<file path="src/design/fspa_pkg.sv">
// fspa_pkg: shared types, status codes and a count clamp helper for the fixed slot pool allocator
// used by fspa_cfg, fspa_store and fixed_slot_pool_allocator
// no dependencies
package fspa_pkg;

  // width of the slot index field and of internal store addresses
  localparam int IDX_W = 16;

  // register indexes on the configuration port
  localparam logic [1:0] REG_SLOT_COUNT = 2'd0;
  localparam logic [1:0] REG_NODE_TAG   = 2'd1;
  localparam logic [1:0] REG_CHUNK_SIZE = 2'd2;

  // request opcodes
  localparam logic OP_ALLOC = 1'b0;
  localparam logic OP_FREE  = 1'b1;

  // result status codes
  localparam logic [1:0] STAT_OK        = 2'd0;
  localparam logic [1:0] STAT_NO_SLOT   = 2'd1;
  localparam logic [1:0] STAT_RANGE     = 2'd2;
  localparam logic [1:0] STAT_NOT_ALLOC = 2'd3;

  localparam logic [8:0] COUNT_AT_RESET = 9'd256;

  typedef struct packed {
    logic             opcode;
    logic [IDX_W-1:0] slot_index;
  } req_t;

  typedef struct packed {
    logic [1:0]  status;
    logic [7:0]  granted_slot;
    logic [15:0] handle_tag;
    logic [15:0] slot_bytes;
    logic [8:0]  free_slots;
    logic        became_full;
    logic        became_available;
    logic        became_empty;
  } rsp_t;

  typedef struct packed {
    logic [8:0]  slot_count;
    logic [15:0] node_tag;
    logic [15:0] chunk_size;
  } cfg_t;

  // memory access bundle from the controller to the slot store
  typedef struct packed {
    logic             rd_en;
    logic [IDX_W-1:0] mark_raddr;
    logic [IDX_W-1:0] queue_raddr;
    logic             mark_we;
    logic [IDX_W-1:0] mark_waddr;
    logic             mark_wdata;
    logic             queue_we;
    logic [IDX_W-1:0] queue_waddr;
    logic [IDX_W-1:0] queue_wdata;
  } store_req_t;

  // slot count as written, forced into 1..slots
  function automatic logic [8:0] clamp_count(input logic [8:0] v, input int unsigned slots);
    logic [8:0] c;
    c = (v == 9'd0) ? 9'd1 : v;
    if (32'(c) > slots) c = 9'(slots);
    return c;
  endfunction

endpackage

</file>
<file path="src/design/fspa_cfg.sv">
// fspa_cfg: configuration registers of the slot pool allocator
// clamps the slot count and flags a pool clear on every slot count write
// depends on fspa_pkg
module fspa_cfg #(
  parameter int SLOTS = 256
) (
  input  logic                clk,
  input  logic                rst,
  input  logic                cfg_valid,
  input  logic [1:0]          cfg_index,
  input  logic [15:0]         cfg_data,
  output fspa_pkg::cfg_t      cfg,
  output logic                clear
);

  localparam logic [8:0] RESET_COUNT =
    fspa_pkg::clamp_count(fspa_pkg::COUNT_AT_RESET, SLOTS);

  always_ff @(posedge clk) begin
    if (rst) begin
      cfg.slot_count <= RESET_COUNT;
      cfg.node_tag   <= '0;
      cfg.chunk_size <= '0;
      clear          <= 1'b0;
    end else begin
      clear <= 1'b0;
      if (cfg_valid) begin
        unique case (cfg_index)
          fspa_pkg::REG_SLOT_COUNT: begin
            cfg.slot_count <= fspa_pkg::clamp_count(cfg_data[8:0], SLOTS);
            clear          <= 1'b1;
          end
          fspa_pkg::REG_NODE_TAG:   cfg.node_tag   <= cfg_data;
          fspa_pkg::REG_CHUNK_SIZE: cfg.chunk_size <= cfg_data;
          default: ;
        endcase
      end
    end
  end

endmodule

</file>
<file path="src/design/fspa_store.sv">
// fspa_store: slot state memories of the pool allocator
// holds the allocated marks and the recycle queue, registered reads
// depends on fspa_pkg
module fspa_store #(
  parameter int SLOTS = 256
) (
  input  logic                          clk,
  input  fspa_pkg::store_req_t          req,
  output logic                          mark_rd,
  output logic [fspa_pkg::IDX_W-1:0]    queue_rd
);

  localparam int IW = (SLOTS > 1) ? $clog2(SLOTS) : 1;

  logic          mark_mem  [SLOTS];
  logic [IW-1:0] queue_mem [SLOTS];
  logic [IW-1:0] queue_q;

  always_ff @(posedge clk) begin
    if (req.mark_we) mark_mem[req.mark_waddr[IW-1:0]] <= req.mark_wdata;
    if (req.rd_en) mark_rd <= mark_mem[req.mark_raddr[IW-1:0]];
  end

  always_ff @(posedge clk) begin
    if (req.queue_we) queue_mem[req.queue_waddr[IW-1:0]] <= req.queue_wdata[IW-1:0];
    if (req.rd_en) queue_q <= queue_mem[req.queue_raddr[IW-1:0]];
  end

  assign queue_rd = fspa_pkg::IDX_W'(queue_q);

endmodule

</file>
<file path="src/design/fixed_slot_pool_allocator.sv">
// fixed_slot_pool_allocator: pool allocator of fixed-size slots, top level
// request control, free list pointers and result register
// depends on fspa_pkg, fspa_cfg, fspa_store
//
// The slot's allocated mark and the recycle queue head are read out of the memories at the
// transfer edge. In the next cycle the request is decided; both memories are written back and
// the result register is loaded once that register is free or drains. A new request is taken
// the cycle after write back, so no request is accepted while another is in progress, though a
// result may still wait in the output register. A request stalls before write back for as long
// as an earlier result is held by the receiver. Fresh slots are handed out in index order before
// recycled ones, which come back in the order they were freed. Marks of slots at or above the
// fresh pointer are treated as clear, so a slot count write clears the pool on the cycle after
// the write, with no sweep. Configuration writes are taken every cycle and belong in idle time.
module fixed_slot_pool_allocator #(
  parameter int SLOTS = 256
) (
  input  logic               clk,
  input  logic               rst,
  input  logic               req_valid,
  output logic               req_ready,
  input  fspa_pkg::req_t     req,
  output logic               rsp_valid,
  input  logic               rsp_ready,
  output fspa_pkg::rsp_t     rsp,
  input  logic               cfg_valid,
  output logic               cfg_ready,
  input  logic [1:0]         cfg_index,
  input  logic [15:0]        cfg_data
);

  localparam int IW = (SLOTS > 1) ? $clog2(SLOTS) : 1;
  localparam logic [IW-1:0] LAST_SLOT = IW'(SLOTS - 1);
  localparam logic [8:0] RESET_COUNT =
    fspa_pkg::clamp_count(fspa_pkg::COUNT_AT_RESET, SLOTS);

  localparam logic [0:0] S_IDLE = 1'b0;
  localparam logic [0:0] S_EXEC = 1'b1;

  fspa_pkg::cfg_t       cfg;
  logic                 clear;
  fspa_pkg::store_req_t store_req;
  logic                 mark_rd;
  logic [15:0]          queue_rd;

  logic [0:0]    state, state_next;
  fspa_pkg::req_t cur;
  logic [IW-1:0] head, head_next;
  logic [IW-1:0] tail, tail_next;
  logic [8:0]    fill, fill_next;
  logic [8:0]    fresh, fresh_next;
  logic [8:0]    free_total, free_total_next;

  fspa_pkg::rsp_t result;
  logic           alloc_ok, free_ok, done;
  logic [15:0]    slot;
  logic [15:0]    count_ext;

  fspa_cfg #(.SLOTS(SLOTS)) u_cfg (
    .clk       (clk),
    .rst       (rst),
    .cfg_valid (cfg_valid),
    .cfg_index (cfg_index),
    .cfg_data  (cfg_data),
    .cfg       (cfg),
    .clear     (clear)
  );

  fspa_store #(.SLOTS(SLOTS)) u_store (
    .clk      (clk),
    .req      (store_req),
    .mark_rd  (mark_rd),
    .queue_rd (queue_rd)
  );

  assign cfg_ready = 1'b1;
  assign req_ready = (state == S_IDLE);
  // result register is free or drains this cycle
  assign done = (state == S_EXEC) && (!rsp_valid || rsp_ready);
  assign count_ext = 16'(cfg.slot_count);

  always_comb begin
    alloc_ok        = 1'b0;
    free_ok         = 1'b0;
    slot            = '0;
    head_next       = head;
    tail_next       = tail;
    fill_next       = fill;
    fresh_next      = fresh;
    free_total_next = free_total;
    result          = '0;
    result.handle_tag = cfg.node_tag;
    result.slot_bytes = cfg.chunk_size;

    if (cur.opcode == fspa_pkg::OP_ALLOC) begin
      if (free_total == 9'd0) begin
        result.status = fspa_pkg::STAT_NO_SLOT;
      end else begin
        alloc_ok = 1'b1;
        result.status = fspa_pkg::STAT_OK;
        if (fresh < cfg.slot_count) begin
          slot       = 16'(fresh);
          fresh_next = fresh + 9'd1;
        end else begin
          slot      = queue_rd;
          head_next = (head == LAST_SLOT) ? '0 : head + IW'(1);
          fill_next = fill - 9'd1;
        end
        free_total_next    = free_total - 9'd1;
        result.became_full = (free_total == 9'd1);
      end
    end else begin
      if (cur.slot_index >= count_ext) begin
        result.status = fspa_pkg::STAT_RANGE;
      end else if (!((cur.slot_index < 16'(fresh)) && mark_rd)) begin
        // slots at or above the fresh pointer were never handed out since the last clear
        result.status = fspa_pkg::STAT_NOT_ALLOC;
        slot = cur.slot_index;
      end else begin
        free_ok = 1'b1;
        result.status = fspa_pkg::STAT_OK;
        slot            = cur.slot_index;
        tail_next       = (tail == LAST_SLOT) ? '0 : tail + IW'(1);
        fill_next       = fill + 9'd1;
        free_total_next = free_total + 9'd1;
        result.became_available = (free_total == 9'd0);
        result.became_empty     = (free_total != 9'd0) &&
                                  (free_total + 9'd1 == cfg.slot_count);
      end
    end
    result.granted_slot = slot[7:0];
    result.free_slots   = free_total_next;
  end

  always_comb begin
    store_req             = '0;
    store_req.rd_en       = req_valid && req_ready;
    store_req.mark_raddr  = req.slot_index;
    store_req.queue_raddr = 16'(head);
    store_req.mark_we     = done && (alloc_ok || free_ok);
    store_req.mark_waddr  = slot;
    store_req.mark_wdata  = alloc_ok;
    store_req.queue_we    = done && free_ok;
    store_req.queue_waddr = 16'(tail);
    store_req.queue_wdata = cur.slot_index;
  end

  always_comb begin
    state_next = state;
    unique case (state)
      S_IDLE:  if (req_valid) state_next = S_EXEC;
      S_EXEC:  if (done) state_next = S_IDLE;
      default: state_next = S_IDLE;
    endcase
  end

  always_ff @(posedge clk) begin
    if (req_valid && req_ready) cur <= req;
    if (done) rsp <= result;
  end

  always_ff @(posedge clk) begin
    if (rst) begin
      state      <= S_IDLE;
      rsp_valid  <= 1'b0;
      head       <= '0;
      tail       <= '0;
      fill       <= '0;
      fresh      <= '0;
      free_total <= RESET_COUNT;
    end else begin
      state <= state_next;
      if (done) rsp_valid <= 1'b1;
      else if (rsp_ready) rsp_valid <= 1'b0;
      if (clear) begin
        head       <= '0;
        tail       <= '0;
        fill       <= '0;
        fresh      <= '0;
        free_total <= cfg.slot_count;
      end else if (done) begin
        head       <= head_next;
        tail       <= tail_next;
        fill       <= fill_next;
        fresh      <= fresh_next;
        free_total <= free_total_next;
      end
    end
  end

`ifndef SYNTHESIS
  // free count is untouched fresh slots plus queued ones; the new slot count is registered ahead of the clear
  assert property (@(posedge clk) disable iff (rst || clear)
    ({1'b0, free_total} + {1'b0, fresh}) == ({1'b0, cfg.slot_count} + {1'b0, fill}))
    else $error("free count out of step with fresh pointer and queue fill");

  assert property (@(posedge clk) disable iff (rst || clear) fresh <= cfg.slot_count)
    else $error("fresh pointer beyond slot count");

  // a request in progress keeps its operands until it is written back
  assert property (@(posedge clk) disable iff (rst)
    (state == S_EXEC) && !done |=> (state == S_EXEC) && $stable(cur))
    else $error("request dropped or changed before write back");

  // every written-back request leaves a result for the next cycle
  assert property (@(posedge clk) disable iff (rst) done |=> rsp_valid)
    else $error("result lost on write back");

  // queue is never popped when empty
  assert property (@(posedge clk) disable iff (rst)
    done && alloc_ok && !(fresh < cfg.slot_count) |-> fill != 9'd0)
    else $error("recycle queue read while empty");
`endif

endmodule
</file>
<file path="config.mk">
export PLATFORM = sky130hd
export DESIGN_NAME = fixed_slot_pool_allocator
export DESIGN_NICKNAME = d
export VERILOG_FILES = /design/src/design/fspa_pkg.sv /design/src/design/fspa_cfg.sv /design/src/design/fspa_store.sv /design/src/design/fixed_slot_pool_allocator.sv
export SDC_FILE = /design/constraint.sdc
export NUM_CORES = 2
export LEC_CHECK = 0
export BUFFER_PORTS_ARGS = -buffer_cell sky130_fd_sc_hd__buf_4
export CAP_MARGIN = 20
export CORE_ASPECT_RATIO = 2
export CORE_MARGIN = 3
export CORE_UTILIZATION = 55
export CTS_CLUSTER_SIZE = 8
export DETAILED_ROUTE_END_ITERATION = 7
export HOLD_SLACK_MARGIN = 0.03
export PLACE_DENSITY = 0.78
export SLEW_MARGIN = 20
export SYNTH_ARGS = -nofsm -noshare
export SYNTH_HDL_FRONTEND = slang
export SYNTH_SLANG_ARGS = --single-unit
</file>
<file path="constraint.sdc">
create_clock -name clk -period 9.95 [get_ports clk]
set_input_delay 1.4925 -clock clk [delete_from_list [all_inputs] [get_ports clk]]
set_output_delay 1.4925 -clock clk [all_outputs]
set_load 0.01 [all_outputs]
</file>
==> out/qor.csv <==
stage;metric;value;unit
grt;GRT met2 Usage;0.517;
routing;DRT iter0 DRCs;7748;
sta;final hold vios;0;
synthesis;sequential share of the synthesized area;0.751;
routing;DRC viols;0;
critical_path;data arrival time of the critical path;7280;ps
routing;DRT Pass-1 Iters;8;
sta;Max Clk Rate;147;MHz
sta;max_slew headroom;0.122;
clocking;Post-CTS Resized;0;
routing;post-DR vias/cell;7.09;
sta;# setup viols final;0;
synthesis;Synth Warn #;0;
synthesis;biggest area consumer among synthesized cells;edfxtp_1;
power_and_ir_drop;pwr dens;204;nW/um^2
floorplan;DIE AREA;183000;um^2
place;Post-Place Worst Slack;3310;ps
sta;post-route clock period utilization;0.684;
clocking;Post-CTS Setup Inserts;0;
clocking;H-tree depth;5;
floorplan;Core Box Area;175000;um^2
clocking;largest buffer count on any clock path;4;
critical_path;worst reg-to-reg path cell count;10;
sta;Period minus WS final;6810;ps
layout;layout cells sized above 1;0.210;
synthesis;synth top area cells;edfxtp_1, mux4_2, mux2i_1, nor2_1, dfxtp_1;
synthesis;Post-Synthesis Net Count;5289;
clocking;# clock sinks;2462;
synthesis;netlist area before placement;97500;um^2
layout;most frequent cells in the layout;edfxtp_1, nor2_1, mux4_2;
grt;met1 GRT Util;0.326;
grt;initial antenna violation count;24;
sta;Setup Skew;63.4;ps
grt;GRT busiest layer;met2;
floorplan;Initial Util;0.556;
grt;largest net degree at the start of global routing;199;
power_and_ir_drop;leakage;33.4;nW
synthesis;Syn Inst Count;5215;
clocking;CTS clk-pin slew, worst paths;50;ps
clocking;Root Buffer;clkbuf_16;
critical_path;Worst EP required;10420;ps
routing;Final ANT Viol Nets;0;
grt;vias in the first global route;57100;
synthesis;Distinct cells, synth;81;
layout;Layout fillers;11200;
clocking;clock buffer count from CTS;349;
clocking;hold buffer count at CTS;0;
routing;wire per inst;36.6;um
layout;Area Growth Syn to Fin;12.9;%
critical_path;worst-path fanout max;184;
flow_run;max-cap violation count;0;
sta;worst slew pin tran;1300;ps
place;Port Buf Inserts;95;
critical_path;CP Class;reg2reg;
floorplan;row count;217;
critical_path;CP endpoint kind;flop;
place;Final HPWL DP;169000;um
floorplan;Die H;601;um
synthesis;Avg Inst Size Synth;18.7;um^2
sta;Setup WS post-layout;3140;ps
routing;Vias;55500;
place;Final GP Congestion;0.997;
power_and_ir_drop;worst vdd ir;0.196;mV
routing;total routed wirelength;287000;um
grt;first-pass GRT wire length;411000;um
floorplan;Die Wd;304;um
min_path;Hold Crit Class;reg2reg;
grt;GR Overflow Total;0;
synthesis;Synth Register Bits;2462;
grt;M3 GR Usage;0.0887;
synthesis;number of flops mapped to enable cells by yosys;2384;
sta;RSZ-0062 raised after global routing;no;
critical_path;CP startpoint kind;flop;
layout;commonest non-fill, non-tap cell in the layout;edfxtp_1;
floorplan;io pins;97;
clocking;Clock Latency Late Sink;870;ps
layout;post-layout net count;5514;
sta;Pins Over Slew Limit;0;
synthesis;Post-synth top flop;edfxtp_1;
synthesis;ys async rst share;0;
clocking;CTS tree;yes;
synthesis;top-area cell type share of the netlist area;0.734;
sta;setup tns final;0;ps
min_path;Hold Crit Depth;0;
grt;Tot GR Track Use;0.315;
outcome;outcome;finished, final reports clean;
-- cell families (layout without fill, tap and decap cells) --
| kind of cell | count (synthesis) | after routing | synth area share |
|---|---|---|---|
| AOI/OAI and AO/OA | 564 | 564 | 0.0403 |
| xor gates and xnor gates | 41 | 41 | 0.00368 |
| adders and majority gates | 34 | 34 | 0.00436 |
| buffers and inverters | 371 | 668 | 0.0161 |
| DFF | 2462 | 2462 | 0.751 |
| muxes | 727 | 727 | 0.139 |
| other | 1 | 19 | 0.0000385 |
| and+or+nand+nor | 1015 | 1015 | 0.0456 |
-- final cells by class --
| type | count | area (um^2) | area share |
|---|---|---|---|
| Clock inverter | 10 | 101 | 0.000921 |
| Tap cell | 2299 | 2880 | 0.0261 |
| Clock buffer | 413 | 9120 | 0.0829 |
| Antenna cell | 18 | 45.0 | 0.000409 |
| Multi-Input combinational cell | 2382 | 22900 | 0.208 |
| Inverter | 42 | 163 | 0.00148 |
| Sequential cell | 2462 | 73200 | 0.665 |
| Timing Repair Buffer | 203 | 1720 | 0.0156 |
-- cell usage after synthesis, drive strengths merged, types with 7 or more instances --
master   instances
o221ai          26
a211oi          34
and2            12
nand4           30
a21oi          125
dfxtp           78
nand3           80
xnor2           28
a221oi          35
o211ai          10
and3             7
a22oi           90
nand2          168
nor4            21
nor2           525
buf            147
nor3            97
a2111oi          8
or3              7
mux4           501
inv             40
mux2i          198
o21ai           67
a311oi           7
a31oi           17
edfxtp        2384
a22o            29
nand2b          17
clkbuf         182
xor2            13
nor2b           23
nor3b            8
o22ai           59
mux2            28
ha              34
-- state kept, by name, indices dropped and copies added, names as in the netlist --
register	flops
fresh	9
rsp	54
cur	17
u_store.queue_q	8
tail	8
u_store.mark_mem	256
rsp_valid	1
u_cfg.clear	1
state	1
free_total	9
head	8
u_store.mark_rd	1
u_cfg.cfg	41
u_store.queue_mem	2048
-- final timing paths --
kind | start | slack (ps) | end
max | cur[7] | 3140 | u_store.queue_mem[41][2]
min | u_cfg.cfg[15] | 420 | rsp[27]
max reg2reg | cur[7] | 3140 | u_store.queue_mem[41][2]
min reg2reg | u_cfg.cfg[15] | 420 | rsp[27]
-- critical path: stages (launching register included) --
cell	delay [ps]
edfxtp_1	380
buf_12	550
ha_1	390
and3_1	220
a22o_1	220
or4b_1	490
a21oi_2	750
and3_1	840
nand3_1	970
buf_4	580
nor2_1	900
-- power breakdown --
part	total (W)	internal, W	switching [W]
logic	0.000495	0.000124	0.000371
clock network	0.0104	0.00632	0.00411
registers	0.0115	0.0115	0.0000251
-- metrics by stage --
stage,std cells,total power [W],util,hold WS (ps),area (um^2)
floorplan,5215,0.0120,-,408,97500
global placement,7384,0.0121,0.574,411,101000
detailed placement,7384,0.0122,0.574,412,101000
CTS,7807,0.0224,0.627,421,110000
global route,7816,0.0228,0.627,439,110000
finish,7829,0.0224,0.627,418,110000
-- routing by layer --
metal	share of wire	vias to the layer above
li1	-	21500
met1	0.29	27800
met2	0.49	4684
met3	0.11	1507
met4	0.12	16
met5	0.00044	-
(Power assumes the default switching activity.)
